==> src/rtl/ppf_pkg.sv <==
`timescale 1ns / 1ps
// ----------------------------------------------------------------------------
// Pulse phase folder package
// Shared widths, request and register codes, transfer payload types and
// the sample squaring function.
// ----------------------------------------------------------------------------
package ppf_pkg;

  localparam int unsigned REQ_W      = 2;
  localparam int unsigned CHAN_W     = 8;
  localparam int unsigned SEL_W      = 8;
  localparam int unsigned POL_W      = 20;
  localparam int unsigned PHASE_W    = 32;
  localparam int unsigned SUM_W      = 64;
  localparam int unsigned CNT_W      = 32;
  localparam int unsigned SQ_W       = 39;
  localparam int unsigned POWER_W    = 41;
  localparam int unsigned NUM_BINS_W = 9;
  localparam int unsigned BIN_IDX_W  = 8;
  localparam int unsigned CFG_DATA_W = 32;
  localparam int unsigned CFG_IDX_W  = 1;
  localparam int unsigned CHAN_CODES = 2 ** CHAN_W;
  localparam int unsigned SEL_CODES  = 2 ** SEL_W;
  localparam int unsigned OUT_DEPTH  = 8;
  localparam int unsigned OUT_PTR_W  = 3;
  localparam int unsigned OUT_CNT_W  = 4;

  localparam logic [NUM_BINS_W-1:0] NUM_BINS_RST   = 9'd256;
  localparam logic [PHASE_W-1:0]    PHASE_STEP_RST = '0;

  typedef enum logic [CFG_IDX_W-1:0] {
    CFG_NUM_BINS   = 1'b0,
    CFG_PHASE_STEP = 1'b1
  } cfg_idx_e;

  typedef enum logic [REQ_W-1:0] {
    REQ_FOLD    = 2'd0,
    REQ_LOAD    = 2'd1,
    REQ_PRELOAD = 2'd2,
    REQ_READ    = 2'd3
  } req_e;

  typedef struct packed {
    req_e                       req_type;
    logic [CHAN_W-1:0]          channel;
    logic [SEL_W-1:0]           bin_sel;
    logic signed [POL_W-1:0]    pol0_re;
    logic signed [POL_W-1:0]    pol0_im;
    logic signed [POL_W-1:0]    pol1_re;
    logic signed [POL_W-1:0]    pol1_im;
    logic [PHASE_W-1:0]         start_phase;
    logic [SUM_W-1:0]           preload_sum;
  } in_item_t;

  typedef struct packed {
    logic [BIN_IDX_W-1:0] bin_index;
    logic [SUM_W-1:0]     bin_sum;
    logic [CNT_W-1:0]     bin_count;
    logic                 saturated;
  } out_item_t;

  typedef struct packed {
    logic               valid;
    req_e               req;
    logic [POWER_W-1:0] power;
    logic [SUM_W-1:0]   preload_sum;
  } stage_t;

  function automatic logic [SQ_W-1:0] square(input logic signed [POL_W-1:0] x);
    logic signed [2*POL_W-1:0] p;
    p = x * x;
    return p[SQ_W-1:0];
  endfunction

endpackage

==> src/rtl/ppf_out_fifo.sv <==
`timescale 1ns / 1ps
// ----------------------------------------------------------------------------
// Pulse phase folder output queue
// Small register FIFO that holds finished results until the output
// transfer completes.
// ----------------------------------------------------------------------------
module ppf_out_fifo (
  input  logic                            clk_i,
  input  logic                            rst_ni,
  input  logic                            push_i,
  input  ppf_pkg::out_item_t              push_data_i,
  input  logic                            pop_i,
  output logic                            valid_o,
  output ppf_pkg::out_item_t              data_o,
  output logic [ppf_pkg::OUT_CNT_W-1:0]   count_o
);

  ppf_pkg::out_item_t                 mem_q [ppf_pkg::OUT_DEPTH];
  logic [ppf_pkg::OUT_PTR_W-1:0]      wr_ptr_q;
  logic [ppf_pkg::OUT_PTR_W-1:0]      rd_ptr_q;
  logic [ppf_pkg::OUT_CNT_W-1:0]      count_q;
  logic [ppf_pkg::OUT_CNT_W-1:0]      count_d;

  always_comb begin
    count_d = count_q;
    if (push_i && !pop_i) begin
      count_d = count_q + 1'b1;
    end else if (!push_i && pop_i) begin
      count_d = count_q - 1'b1;
    end
  end

  always_ff @(posedge clk_i or negedge rst_ni) begin
    if (!rst_ni) begin
      wr_ptr_q <= '0;
      rd_ptr_q <= '0;
      count_q  <= '0;
    end else begin
      if (push_i) begin
        wr_ptr_q <= wr_ptr_q + 1'b1;
      end
      if (pop_i) begin
        rd_ptr_q <= rd_ptr_q + 1'b1;
      end
      count_q <= count_d;
    end
  end

  always_ff @(posedge clk_i) begin
    if (push_i) begin
      mem_q[wr_ptr_q] <= push_data_i;
    end
  end

  assign valid_o = (count_q != '0);
  assign data_o  = mem_q[rd_ptr_q];
  assign count_o = count_q;

endmodule

==> config.mk <==
export PLATFORM = sky130hd
export DESIGN_NAME = ppf_out_fifo
export DESIGN_NICKNAME = d
export VERILOG_FILES = /design/src/rtl/ppf_pkg.sv /design/src/rtl/ppf_out_fifo.sv
export SDC_FILE = /design/constraint.sdc
export NUM_CORES = 1
export LEC_CHECK = 0
export CAP_MARGIN = 5
export CORE_MARGIN = 2
export CORE_UTILIZATION = 65
export DETAILED_ROUTE_END_ITERATION = 10
export DONT_BUFFER_PORTS = 1
export GPL_TIMING_DRIVEN = 0
export PLACE_DENSITY = 0.81
export SYNTH_ARGS = -nofsm -noshare
export SYNTH_HDL_FRONTEND = slang
export SYNTH_SLANG_ARGS = --single-unit
==> constraint.sdc <==
create_clock -name clk_i -period 18.5 [get_ports clk_i]
set_clock_uncertainty 0.15 [all_clocks]
set_input_delay 1.85 -clock clk_i [delete_from_list [all_inputs] [get_ports clk_i]]
set_output_delay 1.85 -clock clk_i [all_outputs]
set_load 0.01 [all_outputs]
==> impl_results.md <==
- Pwr Total: 5.795 mW
- Post-Route Utilization: 0.7433
- Synth Flop Type: edfxtp_1
- # nets final: between 1,500 and 2,000
- Worst path max stage delay: around 0.64 ns
- Most common cell after layout, fill and taps aside: edfxtp_1
- Post-synthesis sequential area ratio: 0.7931
- Adder-cell share of the synthesized area: 0.002571
- WL final: 64,350 um
- Synthesized cell area: 32,120 sq um
- Startpoint types: register
- Worst-path clk slew: around 0.06 ns
- Die Y: approximately 230 um
- Via density: 6.446
- Die ar.: 51,210 sq um
- Slew margin rel.: 0.3383
- CTS Sinks: 850
- Setup TNS: 0 ns
- CP Class: reg -> out
- DRT Pass-1 Iters: 5
- Placer Congestion: 0.7365
- Fin. Hold Viols: 0
- Register bit total from synthesis: 850
- Max Transition Viols Final: 0
- Xor/xnor share of the synthesized area: 0.001636
- FP Rows: 81
- Post-CTS Repair Setup Buffers: 0
- Pin count of the biggest net entering global routing: 26
- Fin cells: 2,131
- Max-cap violation count: 0
- Area growth syn-to-layout: 13.03%
- Register Area: 25,470 sq um
- DR vias: 13,740
- DRC viols: 0
- Initial antenna violation count: 0
- Clock root buffer: clkbuf_16
- Period minus WS final: approximately 4.9 ns
- Crit. End Element: output port
- Period utilization: 0.2643
- Post-Place Cells: between 1,500 and 2,000
- Clk_lat worst skew: 0.61 ns
- Average wire per standard cell: about 30 um
- Async SR Flop Fraction: 0.01176
- Maximum VDD drop: between 0.0001 and 0.00015 V
- Clk buf depth: 3
- CTS H-tree lvls: 3
- Least-Margin Pin Slew: 0.9902 ns
- Antenna diode count: 0
- Cells after synthesis: 1,273
- GRT overflow: 0
- Worst path bufs/invs: 2
- Area share of and/or/nand/nor cells after synthesis: 0.003661
- Most frequent cells in the layout: edfxtp_1 (840), mux4_2 (210), mux2_2 (108)
- Placeable Area: 48,850 sq um
- Number of enable flip-flop cells after synthesis: 840
- Chip width: between 200 and 250 um
- Hold Path Class: reg -> reg
- DRT antenna net count: 0
- Fmax: 204.5 MHz
- Largest family of logic cells by synthesized area: multiplexers
- Leakage: approximately 11 nW
- Yosys warning total: 0
- Crit-path leading delay family: buffers and inverters
- Proportion of layout cells with a drive suffix above 1: 0.3504
- CTS buffer count: 82
- GRT Overall Usage: 0.2605
- Avg Synthesized Cell Area: 25.23 sq um
- Worst EP required: 16.50 ns
- First-pass GRT wire length: 94,830 um
- # port buffers: 0
- # IOs: ~220
- Synth unique cells: 26
- CTS tree: yes
- Mux share of post-synthesis cell area: 0.1854
- Critical path's slowest cell: buf_1
- # resized after CTS: 0
- PwrDens: roughly 160 nW/um^2
- Vias in the first global route: roughly 15,000
- Syn Nets: 1,388
- CP cell instances: buf_2 > buf_1 > mux4_2 > mux2_2
- Fillcell total: 2,549
- CP arrival: 2.89 ns
- DR iter-0 viols: 1,243
- Finish-stage setup viols: 0
- Crit Path Max Fanout: 10
- Unrepaired setup endpoints after global routing: no
- Combined area of the multi-input logic cells: 6305 sq um
- DPL Wire Length: 39,330 um
- Initial Utilization: 0.6576
- Complex-gate fraction of the synthesized area: 0.001285
- Post-CTS Hold Buffers: 0
- WHS: around 0.45 ns
- Status: finished clean
## logic make-up (layout without fill, tap and decap cells)
logic type / after synthesis / in the layout
xor+xnor: 6 / 6
simple gates: 24 / 24
compound gates: 6 / 6
buf+inv: 62 / 256
flops: 850 / 850
fa+ha+maj: 6 / 6
mux: 319 / 319
## routing by layer
metal	vias to the layer above	wire [um]	track usage
met2	542	32880	0.4297
met5	-	0	0
met4	0	1440	0.07958
met1	7348	24470	0.3409
li1	5743	-	-
met3	104	5558	0.07801
## final cells by class
class,instances,area share
flip-flops and latches,850,0.7016
multi-input cells,361,0.1736
clock buffers,108,0.06151
well taps,664,0.02288
repair buffers,49,0.02099
plain buffers,60,0.01075
clock inverters,37,0.008408
inverters,2,0.0002068
## synth_stat cells, types with 2 or more instances
| cell | instances | area, sq um |
|---|---|---|
| nor2_1 | 6 | 22.52 |
| buf_6 | 21 | 236.5 |
| nand2b_1 | 3 | 18.77 |
| buf_1 | 14 | 52.55 |
| dfrtp_1 | 10 | 250.2 |
| mux4_2 | 210 | 4730 |
| xor2_1 | 2 | 17.52 |
| a21oi_1 | 2 | 10.01 |
| inv_1 | 2 | 7.510 |
| nor3_1 | 3 | 15.01 |
| edfxtp_1 | 840 | 25220 |
| o211ai_1 | 2 | 15.01 |
| mux2_2 | 108 | 1216 |
| clkbuf_1 | 19 | 71.32 |
| nand2_1 | 6 | 22.52 |
| xnor2_1 | 4 | 35.03 |
| nand3_1 | 2 | 10.01 |
| or4_1 | 2 | 15.01 |
| ha_1 | 5 | 62.56 |
| buf_2 | 6 | 30.03 |
## through the flow
stage               setup WS [ns]  instance area [sq um]
floorplan                   8.610                  32120
global placement            1.647                  32950
detailed placement          14.28                  33770
CTS                         13.56                  36310
global route                13.52                  36310
finish                      13.61                  36310
## where the power goes
| part | total [mW] | leakage, nW | switching [mW] | internal (mW) |
|---|---|---|---|---|
| Clock | 1.59 | 1.25 | 0.672 | 0.917 |
| Sequential | 2.49 | 7.75 | 0.0712 | 2.41 |
| Combinational | 1.72 | 2.42 | 0.933 | 0.787 |
## worst paths after layout
path | from | end | slack [ns] | cells after the start
max | rd_ptr_q[1]$_DFFE_PN0P_ | data_o[3] | 13.61 | 4
min | wr_ptr_q[1]$_DFFE_PN0P_ | wr_ptr_q[1]$_DFFE_PN0P_ | 0.45 | 1
max reg2reg | wr_ptr_q[1]$_DFFE_PN0P_ | mem_q[2][78]$_DFFE_PP_ | 15.77 | 6
min reg2reg | wr_ptr_q[1]$_DFFE_PN0P_ | wr_ptr_q[1]$_DFFE_PN0P_ | 0.45 | 1
max in group asynchronous | rst_ni | count_o[1]$_DFFE_PN0P_ | 17.35 | 0
min in group asynchronous | rst_ni | rd_ptr_q[1]$_DFFE_PN0P_ | 0.77 | 0
## worst reg2reg max path: cells and delay by family, from the launching register on
kind                   cells  cell delay, ns
flip-flops                 1            0.39
buffers and inverters      4            0.83
AND/OR/NAND/NOR            2            1.04
## sequential cells by signal, indices dropped and copies added (netlist names)
name	flops
count_o	4
mem_q	840
rd_ptr_q	3
wr_ptr_q	3
Power figures use the tool's default switching activity.
